--- src/lbv_pkg.sv ---
// ----------------------------------------------------------------------------
// lbv_pkg: shared types and constants of the learning bridge
// table sizes, tag codes, register indexes, controller states and the
// command and status groups between controller and datapath
// ----------------------------------------------------------------------------
package lbv_pkg;

  localparam int TABLE_DEPTH = 64;
  localparam int IDX_W       = $clog2(TABLE_DEPTH);
  localparam int CNT_W       = $clog2(TABLE_DEPTH + 1);
  localparam int MAX_PORTS   = 16;

  localparam logic [15:0] VLAN_TYPE = 16'h8100;
  localparam logic [47:0] BCAST_MAC = {6{8'hff}};

  localparam logic [3:0] REG_PORT_COUNT  = 4'd0;
  localparam logic [3:0] REG_UPLINK_PORT = 4'd1;
  localparam logic [3:0] REG_TAG_ENABLE  = 4'd2;
  localparam logic [3:0] REG_VLAN_IDENT  = 4'd3;

  typedef enum logic [1:0] {
    TAG_NONE   = 2'd0,
    TAG_INSERT = 2'd1,
    TAG_STRIP  = 2'd2
  } tag_act_t;

  typedef enum logic [2:0] {
    ST_IDLE,
    ST_SCAN,
    ST_DECIDE,
    ST_SEND,
    ST_FLOOD
  } state_t;

  typedef struct packed {
    logic        kind;
    logic [3:0]  ingress_port;
    logic [47:0] dest_mac;
    logic [47:0] src_mac;
    logic [15:0] ether_type;
    logic [15:0] tag_word;
    logic        length_ok;
  } in_item_t;

  typedef struct packed {
    logic load;
    logic scan_en;
    logic decide;
    logic flood_adv;
    logic sel_flood;
  } cmd_t;

  typedef struct packed {
    logic scan_done;
    logic do_one;
    logic do_flood;
    logic flood_last;
  } status_t;

endpackage

--- src/lbv_ifs.sv ---
// ----------------------------------------------------------------------------
// lbv channel interfaces
// valid/ready channels for frame headers, forwarding results and config
// ----------------------------------------------------------------------------
interface lbv_in_if;
  logic        valid;
  logic        ready;
  logic        kind;
  logic [3:0]  ingress_port;
  logic [47:0] dest_mac;
  logic [47:0] src_mac;
  logic [15:0] ether_type;
  logic [15:0] tag_word;
  logic        length_ok;
  modport source (output valid, kind, ingress_port, dest_mac, src_mac, ether_type,
                  tag_word, length_ok, input ready);
  modport sink (input valid, kind, ingress_port, dest_mac, src_mac, ether_type,
                tag_word, length_ok, output ready);
endinterface

interface lbv_out_if;
  logic       valid;
  logic       ready;
  logic [3:0] egress_port;
  logic [1:0] tag_action;
  logic       last;
  modport source (output valid, egress_port, tag_action, last, input ready);
  modport sink (input valid, egress_port, tag_action, last, output ready);
endinterface

interface lbv_cfg_if;
  logic        valid;
  logic        ready;
  logic [3:0]  index;
  logic [11:0] data;
  modport source (output valid, index, data, input ready);
  modport sink (input valid, index, data, output ready);
endinterface

--- src/learning_bridge_vlan_forwarder_unit.sv ---
// ----------------------------------------------------------------------------
// learning_bridge_vlan_forwarder_unit: learning bridge with vlan tagging
// one frame header per item, forwarding results with port and tag action
// an item is accepted, the table is scanned one entry a cycle, then a decision
// is made before the first result; the next item is accepted only after the
// last result of the current one has been taken
// reset: synchronous active low, empties the table and loads config defaults
// ----------------------------------------------------------------------------
module learning_bridge_vlan_forwarder_unit
  import lbv_pkg::*;
(
  input  logic clk,
  input  logic rst_n,
  lbv_in_if.sink    in_ch,
  lbv_out_if.source out_ch,
  lbv_cfg_if.sink   cfg_ch
);

  cmd_t     cmd;
  status_t  sts;
  in_item_t in_item;

  // the user must issue config writes only while idle; the block does not enforce it and always takes them
  assign cfg_ch.ready = 1'b1;

  // pack the header into one item
  assign in_item = '{kind: in_ch.kind, ingress_port: in_ch.ingress_port,
                     dest_mac: in_ch.dest_mac, src_mac: in_ch.src_mac,
                     ether_type: in_ch.ether_type, tag_word: in_ch.tag_word,
                     length_ok: in_ch.length_ok};

  // controller: accept, scan, decide, deliver
  lbv_ctrl u_ctrl (
    .clk       (clk),
    .rst_n     (rst_n),
    .in_valid  (in_ch.valid),
    .in_ready  (in_ch.ready),
    .out_valid (out_ch.valid),
    .out_ready (out_ch.ready),
    .sts       (sts),
    .cmd       (cmd)
  );

  // datapath: table, match flags, decision and result payload
  lbv_datapath u_dp (
    .clk         (clk),
    .rst_n       (rst_n),
    .in_item     (in_item),
    .cfg_we      (cfg_ch.valid),
    .cfg_index   (cfg_ch.index),
    .cfg_data    (cfg_ch.data),
    .cmd         (cmd),
    .sts         (sts),
    .egress_port (out_ch.egress_port),
    .tag_action  (out_ch.tag_action),
    .last        (out_ch.last)
  );

endmodule

--- src/lbv_ctrl.sv ---
// ----------------------------------------------------------------------------
// lbv_ctrl: controller state machine
// sequences accept, table scan, decision and result delivery
// ----------------------------------------------------------------------------
module lbv_ctrl
  import lbv_pkg::*;
(
  input  logic    clk,
  input  logic    rst_n,
  input  logic    in_valid,
  output logic    in_ready,
  output logic    out_valid,
  input  logic    out_ready,
  input  status_t sts,
  output cmd_t    cmd
);

  state_t state_r, state_nxt;

  always_ff @(posedge clk) begin
    if (!rst_n) begin
      state_r <= ST_IDLE;
    end else begin
      state_r <= state_nxt;
    end
  end

  always_comb begin
    state_nxt = state_r;
    case (state_r)
      ST_IDLE:   if (in_valid) state_nxt = ST_SCAN;
      ST_SCAN:   if (sts.scan_done) state_nxt = ST_DECIDE;
      ST_DECIDE: begin
        if (sts.do_one) state_nxt = ST_SEND;
        else if (sts.do_flood) state_nxt = ST_FLOOD;
        else state_nxt = ST_IDLE;
      end
      ST_SEND:   if (out_ready) state_nxt = ST_IDLE;
      ST_FLOOD:  if (out_ready && sts.flood_last) state_nxt = ST_IDLE;
      default:   state_nxt = ST_IDLE;
    endcase
  end

  always_comb begin
    cmd       = '0;
    in_ready  = 1'b0;
    out_valid = 1'b0;
    case (state_r)
      ST_IDLE: begin
        in_ready = 1'b1;
        cmd.load = in_valid;
      end
      ST_SCAN:   cmd.scan_en = 1'b1;
      ST_DECIDE: cmd.decide = 1'b1;
      ST_SEND:   out_valid = 1'b1;
      ST_FLOOD: begin
        out_valid     = 1'b1;
        cmd.sel_flood = 1'b1;
        cmd.flood_adv = out_ready;
      end
      default: cmd = '0;
    endcase
  end

endmodule

--- src/lbv_datapath.sv ---
// ----------------------------------------------------------------------------
// lbv_datapath: header registers, address table and forwarding decision
// holds config, scans the table one entry a cycle, writes learned and updated entries
// ----------------------------------------------------------------------------
module lbv_datapath
  import lbv_pkg::*;
(
  input  logic        clk,
  input  logic        rst_n,
  input  in_item_t    in_item,
  input  logic        cfg_we,
  input  logic [3:0]  cfg_index,
  input  logic [11:0] cfg_data,
  input  cmd_t        cmd,
  output status_t     sts,
  output logic [3:0]  egress_port,
  output logic [1:0]  tag_action,
  output logic        last
);

  // config
  logic [4:0]  port_count_r;
  logic [3:0]  uplink_r;
  logic        tag_en_r;
  logic [11:0] vid_r;

  always_ff @(posedge clk) begin
    if (!rst_n) begin
      port_count_r <= 5'd3;
      uplink_r     <= 4'd2;
      tag_en_r     <= 1'b1;
      vid_r        <= 12'd1;
    end else if (cfg_we) begin
      case (cfg_index)
        REG_PORT_COUNT:  port_count_r <= cfg_data[4:0];
        REG_UPLINK_PORT: uplink_r     <= cfg_data[3:0];
        REG_TAG_ENABLE:  tag_en_r     <= cfg_data[0];
        REG_VLAN_IDENT:  vid_r        <= cfg_data;
        default: ;
      endcase
    end
  end

  in_item_t item_r;
  always_ff @(posedge clk) begin
    if (cmd.load) item_r <= in_item;
  end

  // table memories, filled in order so the fill count marks valid entries
  logic [47:0] mac_mem [TABLE_DEPTH];
  logic [3:0]  port_mem [TABLE_DEPTH];
  logic [47:0] rd_mac_r;
  logic [3:0]  rd_port_r;
  logic [CNT_W-1:0] count_r;
  logic [CNT_W-1:0] ptr_r;
  logic [IDX_W-1:0] rd_idx_r;
  logic             rd_vld_r;

  logic             we;
  logic [IDX_W-1:0] waddr;
  logic             wr_mac;
  logic [3:0]       wport;

  logic issue;
  assign issue = cmd.scan_en && (ptr_r < count_r);

  always_ff @(posedge clk) begin
    if (issue) begin
      rd_mac_r  <= mac_mem[ptr_r[IDX_W-1:0]];
      rd_port_r <= port_mem[ptr_r[IDX_W-1:0]];
      rd_idx_r  <= ptr_r[IDX_W-1:0];
    end
    if (we) begin
      port_mem[waddr] <= wport;
      if (wr_mac) mac_mem[waddr] <= item_r.src_mac;
    end
  end

  always_ff @(posedge clk) begin
    if (!rst_n) begin
      ptr_r    <= '0;
      rd_vld_r <= 1'b0;
    end else if (cmd.load) begin
      ptr_r    <= '0;
      rd_vld_r <= 1'b0;
    end else begin
      rd_vld_r <= issue;
      if (issue) ptr_r <= ptr_r + 1'b1;
    end
  end

  // match flags
  logic             s_found_r, d_found_r;
  logic [IDX_W-1:0] s_idx_r;
  logic [3:0]       s_port_r, d_port_r;

  always_ff @(posedge clk) begin
    if (cmd.load) begin
      s_found_r <= 1'b0;
      d_found_r <= 1'b0;
    end else if (rd_vld_r) begin
      if (!s_found_r && rd_mac_r == item_r.src_mac) begin
        s_found_r <= 1'b1;
        s_idx_r   <= rd_idx_r;
        s_port_r  <= rd_port_r;
      end
      if (!d_found_r && rd_mac_r == item_r.dest_mac) begin
        d_found_r <= 1'b1;
        d_port_r  <= rd_port_r;
      end
    end
  end

  assign sts.scan_done = (ptr_r == count_r) && !rd_vld_r;

  // decision
  logic       bcast, one, fl, upd, lrn;
  logic [3:0] one_port, lrn_port;
  tag_act_t   act;

  always_comb begin
    bcast    = (item_r.dest_mac == BCAST_MAC);
    one      = 1'b0;
    fl       = 1'b0;
    upd      = 1'b0;
    lrn      = 1'b0;
    one_port = uplink_r;
    lrn_port = uplink_r;
    if (item_r.kind == 1'b0) begin
      act = (tag_en_r && vid_r != 12'd1) ? TAG_INSERT : TAG_NONE;
      if (s_found_r) begin
        if (s_port_r == uplink_r) begin
          one = 1'b0;
        end else if (s_port_r != item_r.ingress_port) begin
          upd = 1'b1;
        end else begin
          one = 1'b1;
        end
      end else begin
        one      = bcast;
        lrn      = 1'b1;
        lrn_port = item_r.ingress_port;
      end
    end else begin
      act = (item_r.ether_type == VLAN_TYPE && item_r.tag_word == {4'd0, vid_r})
            ? TAG_STRIP : TAG_NONE;
      if (s_found_r) begin
        if (s_port_r == uplink_r) begin
          if (d_found_r) begin
            one      = (d_port_r != uplink_r);
            one_port = d_port_r;
          end else begin
            fl = bcast;
          end
        end
      end else begin
        lrn = 1'b1;
        fl  = bcast;
      end
    end
    if (!item_r.length_ok) begin
      one = 1'b0;
      fl  = 1'b0;
      upd = 1'b0;
      lrn = 1'b0;
    end
  end

  // flood walk over ports 1 .. lim-1 skipping the uplink
  logic [4:0] lim, first, fl_r, fl_next;
  always_comb begin
    lim = (port_count_r > 5'(MAX_PORTS)) ? 5'(MAX_PORTS) : port_count_r;
    if (lim > 5'd16) lim = 5'd16;
    first   = ({1'b0, uplink_r} == 5'd1) ? 5'd2 : 5'd1;
    fl_next = fl_r + 5'd1;
    if (fl_next == {1'b0, uplink_r}) fl_next = fl_r + 5'd2;
  end

  assign sts.do_one     = one;
  assign sts.do_flood   = fl && (first < lim);
  assign sts.flood_last = (fl_next >= lim);

  assign we     = cmd.decide && (upd || (lrn && count_r < CNT_W'(TABLE_DEPTH)));
  assign wr_mac = !upd;
  assign waddr  = upd ? s_idx_r : count_r[IDX_W-1:0];
  assign wport  = upd ? item_r.ingress_port : lrn_port;

  always_ff @(posedge clk) begin
    if (!rst_n) begin
      count_r <= '0;
    end else if (cmd.decide && lrn && count_r < CNT_W'(TABLE_DEPTH)) begin
      count_r <= count_r + 1'b1;
    end
  end

  logic [3:0] one_port_r;
  logic [1:0] act_r;
  always_ff @(posedge clk) begin
    if (cmd.decide) begin
      one_port_r <= one_port;
      act_r      <= act;
      fl_r       <= first;
    end else if (cmd.flood_adv) begin
      fl_r <= fl_next;
    end
  end

  assign egress_port = cmd.sel_flood ? fl_r[3:0] : one_port_r;
  assign tag_action  = act_r;
  assign last        = cmd.sel_flood ? sts.flood_last : 1'b1;

endmodule

--- src/flat_wrapper.sv ---
// flat-port wrapper written by rule: the top's interface ports become plain ports
module learning_bridge_vlan_forwarder_unit_flat import lbv_pkg::*;
  (clk, rst_n, in_ch_valid, in_ch_kind, in_ch_ingress_port, in_ch_dest_mac, in_ch_src_mac, in_ch_ether_type, in_ch_tag_word, in_ch_length_ok, in_ch_ready, out_ch_valid, out_ch_egress_port, out_ch_tag_action, out_ch_last, out_ch_ready, cfg_ch_valid, cfg_ch_index, cfg_ch_data, cfg_ch_ready);
  lbv_in_if in_ch_i ();
  lbv_out_if out_ch_i ();
  lbv_cfg_if cfg_ch_i ();
  input  logic clk;
  input  logic rst_n;
  input wire logic [$bits(in_ch_i.valid)-1:0] in_ch_valid;
  input wire logic [$bits(in_ch_i.kind)-1:0] in_ch_kind;
  input wire logic [$bits(in_ch_i.ingress_port)-1:0] in_ch_ingress_port;
  input wire logic [$bits(in_ch_i.dest_mac)-1:0] in_ch_dest_mac;
  input wire logic [$bits(in_ch_i.src_mac)-1:0] in_ch_src_mac;
  input wire logic [$bits(in_ch_i.ether_type)-1:0] in_ch_ether_type;
  input wire logic [$bits(in_ch_i.tag_word)-1:0] in_ch_tag_word;
  input wire logic [$bits(in_ch_i.length_ok)-1:0] in_ch_length_ok;
  output wire logic [$bits(in_ch_i.ready)-1:0] in_ch_ready;
  output wire logic [$bits(out_ch_i.valid)-1:0] out_ch_valid;
  output wire logic [$bits(out_ch_i.egress_port)-1:0] out_ch_egress_port;
  output wire logic [$bits(out_ch_i.tag_action)-1:0] out_ch_tag_action;
  output wire logic [$bits(out_ch_i.last)-1:0] out_ch_last;
  input wire logic [$bits(out_ch_i.ready)-1:0] out_ch_ready;
  input wire logic [$bits(cfg_ch_i.valid)-1:0] cfg_ch_valid;
  input wire logic [$bits(cfg_ch_i.index)-1:0] cfg_ch_index;
  input wire logic [$bits(cfg_ch_i.data)-1:0] cfg_ch_data;
  output wire logic [$bits(cfg_ch_i.ready)-1:0] cfg_ch_ready;
  assign in_ch_i.valid = in_ch_valid;
  assign in_ch_i.kind = in_ch_kind;
  assign in_ch_i.ingress_port = in_ch_ingress_port;
  assign in_ch_i.dest_mac = in_ch_dest_mac;
  assign in_ch_i.src_mac = in_ch_src_mac;
  assign in_ch_i.ether_type = in_ch_ether_type;
  assign in_ch_i.tag_word = in_ch_tag_word;
  assign in_ch_i.length_ok = in_ch_length_ok;
  assign in_ch_ready = in_ch_i.ready;
  assign out_ch_valid = out_ch_i.valid;
  assign out_ch_egress_port = out_ch_i.egress_port;
  assign out_ch_tag_action = out_ch_i.tag_action;
  assign out_ch_last = out_ch_i.last;
  assign out_ch_i.ready = out_ch_ready;
  assign cfg_ch_i.valid = cfg_ch_valid;
  assign cfg_ch_i.index = cfg_ch_index;
  assign cfg_ch_i.data = cfg_ch_data;
  assign cfg_ch_ready = cfg_ch_i.ready;
  learning_bridge_vlan_forwarder_unit u_core (.clk(clk), .rst_n(rst_n), .in_ch(in_ch_i), .out_ch(out_ch_i), .cfg_ch(cfg_ch_i));
endmodule
--- config.mk ---
export PLATFORM = sky130hd
export DESIGN_NAME = learning_bridge_vlan_forwarder_unit_flat
export DESIGN_NICKNAME = d
export VERILOG_FILES = /design/src/lbv_pkg.sv /design/src/lbv_ifs.sv /design/src/learning_bridge_vlan_forwarder_unit.sv /design/src/lbv_ctrl.sv /design/src/lbv_datapath.sv /design/src/flat_wrapper.sv
export SDC_FILE = /design/constraint.sdc
export NUM_CORES = 2
export LEC_CHECK = 0
export ABC_CLOCK_PERIOD_IN_PS = 6450
export BUFFER_PORTS_ARGS = -buffer_cell sky130_fd_sc_hd__clkbuf_2
export CAP_MARGIN = 20
export CORE_ASPECT_RATIO = 0.75
export CORE_MARGIN = 2
export CORE_UTILIZATION = 25
export DETAILED_ROUTE_END_ITERATION = 6
export PLACE_DENSITY = 0.4
export SLEW_MARGIN = 10
export SYNTH_ARGS = -nofsm -noshare
export SYNTH_HDL_FRONTEND = slang
export SYNTH_HIERARCHICAL = 1
export SYNTH_SLANG_ARGS = --single-unit
--- constraint.sdc ---
create_clock -name clk -period 6.45 [get_ports clk]
set_input_delay 1.29 -clock clk [delete_from_list [all_inputs] [get_ports clk]]
set_output_delay 1.29 -clock clk [all_outputs]
set_load 0.02 [all_outputs]
==> flow_summary.yaml <==
routing:
  final_antenna_net_count: 0
  wl_um: 486000
  drc: 0
  wl_per_cell_um: 33.0
  routed_via_density: 4.85
  drt_first_pass_iters: 6
  vias: 71400
  initialDrtViolationCount: 8730
worst_setup_path:
  crit_start: "u_core/u_dp/fl_r[0]"
  worstRegToRegCells: 6
  r2r_setup_slack_ns: 1.77
  r2r_end: "u_core/u_dp/mac_mem[26][34]"
  required_ns: 5.16
  cp_max_fo: 8
  r2r_start: "u_core/u_dp/uplink_r[2]"
  arrival_ns: 4.83
  setup.worst_path.class: "register to output port"
  critPathCaptureType: "output port"
  critPathLaunchType: "register"
  crit_path_end: "out_ch_last"
place:
  dp_hpwl_um: 306000
  portBuffers: 163
  gp_congestion: 0.855
floorplan:
  rows: 236
  start_util: 0.251
  fp.dieW_um: 864
  coreArea_sq_um: 552000
  io_pins: 165
  fp.dieH_um: 649
  die_area_sq_um: 560000
cts:
  cts_max_level: 5
  clock_latency_ns: 1.06
  postCtsHoldBufs: 0
  clock_sinks: 3587
  cts_root_buf: "clkbuf_16"
  clk_pin_slew_ns: 0.06
  cts.path.max_buffers: 4
  cts_resized: 0
  cts_tree: "done"
  cts_buffers: 388
sta:
  finalSetupTns_ns: 0
  relSlewSlack: 0.0949
  fin_crit_ns: 6.12
  setup_viol: 0
  clock.fmax_mhz: 163
  worst-slew-pin-transition_ns: 1.36
  rsz0062_at_grt: "false"
  finalHoldViolCount: 0
  fin_crit_sh: 0.949
  fin_worst_skew_ns: 0.0738
  drv_slew: 0
cells_and_area:
  drive_gt1_frac: 0.264
  area_growth_pct: 17.6
  fin_nets: 7177
  fin_util: 0.296
  final_common_cell: "edfxtp_1"
  final_cell_mix: "edfxtp_1 (3545), mux4_2 (716), mux2i_1 (396), clkbuf_16 (388), buf_4 (302)"
power:
  pwr-share-comb: 0.020
  p_seq_frac: 0.531
  p_sw_frac: 0.217
  intPower_uw: 38300
  ir_drop_mv: 0.223
  power.density_nw_per_um2: 300
  p_clk_frac: 0.449
  p_leak_uw: 0.0484
  power.net_switching_uw: 10600
synth:
  synthCells: 6458
  ys.flop_type: "edfxtp_1"
  yosys.area_share.simple: 0.0194
  seq_area_frac_synth: 0.774
  synth_fa_ha_area_frac: 0.00153
  postSynth.asyncResetShare: 0
  synth-edff-count: 3545
  synth_nets: 6630
  synth_top_family_by_area: "multiplexers"
  synth_mux_area_frac: 0.150
  netlist-cell-type-count: 80
  synth-xor-area-share: 0.00788
  synth_seq_cells: 3587
  synth.avg_cell_area_sq_um: 21.5
  synth_warnings: 6
  synth-compound-area-share: 0.0324
  synthesis.area_sq_um: 139000
grt:
  grt_pass1_vias: 71100
  grt_first_pass_wirelength_um: 650000
  grt_usage: 0.168
  grt.overflow.total: 0
  antenna_found_initial: 47
  grt_max_degree: 99
hold_path:
  hold_path.class: "register to register"
run:
  maxCapViolations: 0
status:
  outcome: "completed"
==> power groups by stage <==
stage | registers (uW) | clock network (uW) | logic [uW]
3_5_place_dp | 26500 | 0 | 983
5_1_grt | 26000 | 23400 | 1040
6_report | 26000 | 22000 | 968
3_3_place_gp | 26500 | 0 | 953
2_1_floorplan | 26500 | 0 | 198
4_1_cts | 26000 | 22600 | 985
==> cell families (layout without fill, tap and decap cells) <==
logic type | after synthesis | count (layout)
compound gates | 645 | 645
xor+xnor | 123 | 123
fa+ha+maj | 17 | 17
buf+inv | 387 | 1249
flops | 3587 | 3587
mux | 1179 | 1179
other cells | 1 | 18
simple gates | 519 | 519
==> layout make-up <==
type                    instances  area [sq um]
fillers                     53900        389000
flip-flops and latches       3587        107000
multi-input cells            2484         29900
clock buffers                 482         10100
well taps                    7378          9230
repair buffers                516          4090
clock inverters               223          2250
inverters                      28           108
diodes                         17          42.5
==> flip-flops by register name (all words and copies together), names as in the netlist, 4 cells and up <==
register and cells:
u_core/u_dp/ptr_r 7, u_core/u_dp/vid_r 12, u_core/u_dp/count_r 7, u_core/u_dp/uplink_r 4
u_core/u_dp/port_count_r 5, u_core/u_dp/mac_mem 3072, u_core/u_dp/s_idx_r 6, u_core/u_dp/d_port_r 4
u_core/u_dp/rd_idx_r 6, u_core/u_dp/s_port_r 4, u_core/u_dp/one_port_r 4, u_core/u_dp/fl_r 5
u_core/u_dp/port_mem 256, u_core/u_dp/rd_port_r 4, u_core/u_dp/rd_mac_r 48, u_core/u_dp/item_r 134
==> Yosys cell counts (71+ instances only) <==
library cell | number | area [sq um]
nand2_1 | 79 | 297
a21oi_1 | 98 | 490
buf_2 | 147 | 736
nor2b_1 | 71 | 444
nor2_1 | 145 | 544
clkbuf_1 | 120 | 450
mux4_2 | 716 | 16100
edfxtp_1 | 3545 | 106000
o22ai_1 | 135 | 845
mux2i_1 | 399 | 3990
xnor2_1 | 92 | 806
a211oi_1 | 77 | 578
==> how the worst min path moves through the flow <==
| stage | startpoint | endpoint | depth (start not counted) |
|---|---|---|---|
| floorplan | u_core/u_dp/rd_idx_r[0] | u_core/u_dp/s_idx_r[0] | 0 |
| global placement | u_core/u_dp/rd_idx_r[2] | u_core/u_dp/s_idx_r[2] | 0 |
| detailed placement | u_core/u_dp/rd_idx_r[4] | u_core/u_dp/s_idx_r[4] | 0 |
| CTS | in_ch_src_mac[35] | u_core/u_dp/item_r[68] | 1 |
| global route | in_ch_src_mac[18] | u_core/u_dp/item_r[51] | 1 |
| finish | u_core/u_dp/rd_idx_r[5] | u_core/u_dp/s_idx_r[5] | 0 |
==> worst max-delay path, stage by stage (launching register included) <==
cell	delay, ns
edfxtp_1	0.50
ha_1	0.36
o21ba_2	0.26
a221oi_1	0.39
o211ai_1	0.21
xnor2_1	0.27
ha_1	0.28
nand2b_1	0.16
a21o_1	0.19
a21o_1	0.17
a21oi_1	0.19
o211ai_1	0.38
buf_4	0.28
clkbuf_2	0.15
==> metrics by stage <==
step / cells / power (uW) / instance area [sq um] / hold slack (ns) / setup WS [ns]
after floorplan: 6458 / 26700 / 139000 / 0.400 / 0.404
after global placement: 14000 / 27400 / 150000 / 0.403 / 0.961
after detailed placement: 14000 / 27500 / 151000 / 0.405 / 1.21
after CTS: 14700 / 49500 / 163000 / 0.318 / 0.0504
after global routing: 14700 / 50400 / 163000 / 0.363 / 0.0988
final: 14700 / 48900 / 163000 / 0.370 / 0.326
==> timing repair <==
item,in CTS,in global routing
endpoints found under the hold margin,0,0
buffers inserted,0,2
endpoints found under the setup margin,0,1
==> layer usage <==
layer  global-route usage  up-vias  wire length [um]
met5                    0        -                27
met4               0.0351        4             10500
met3               0.0316      531             34900
met2                0.255     2694            216000
met1                0.250    39800            225000
li1                     -    28400                 -
Note: power is estimated with default switching activity, not from simulation.
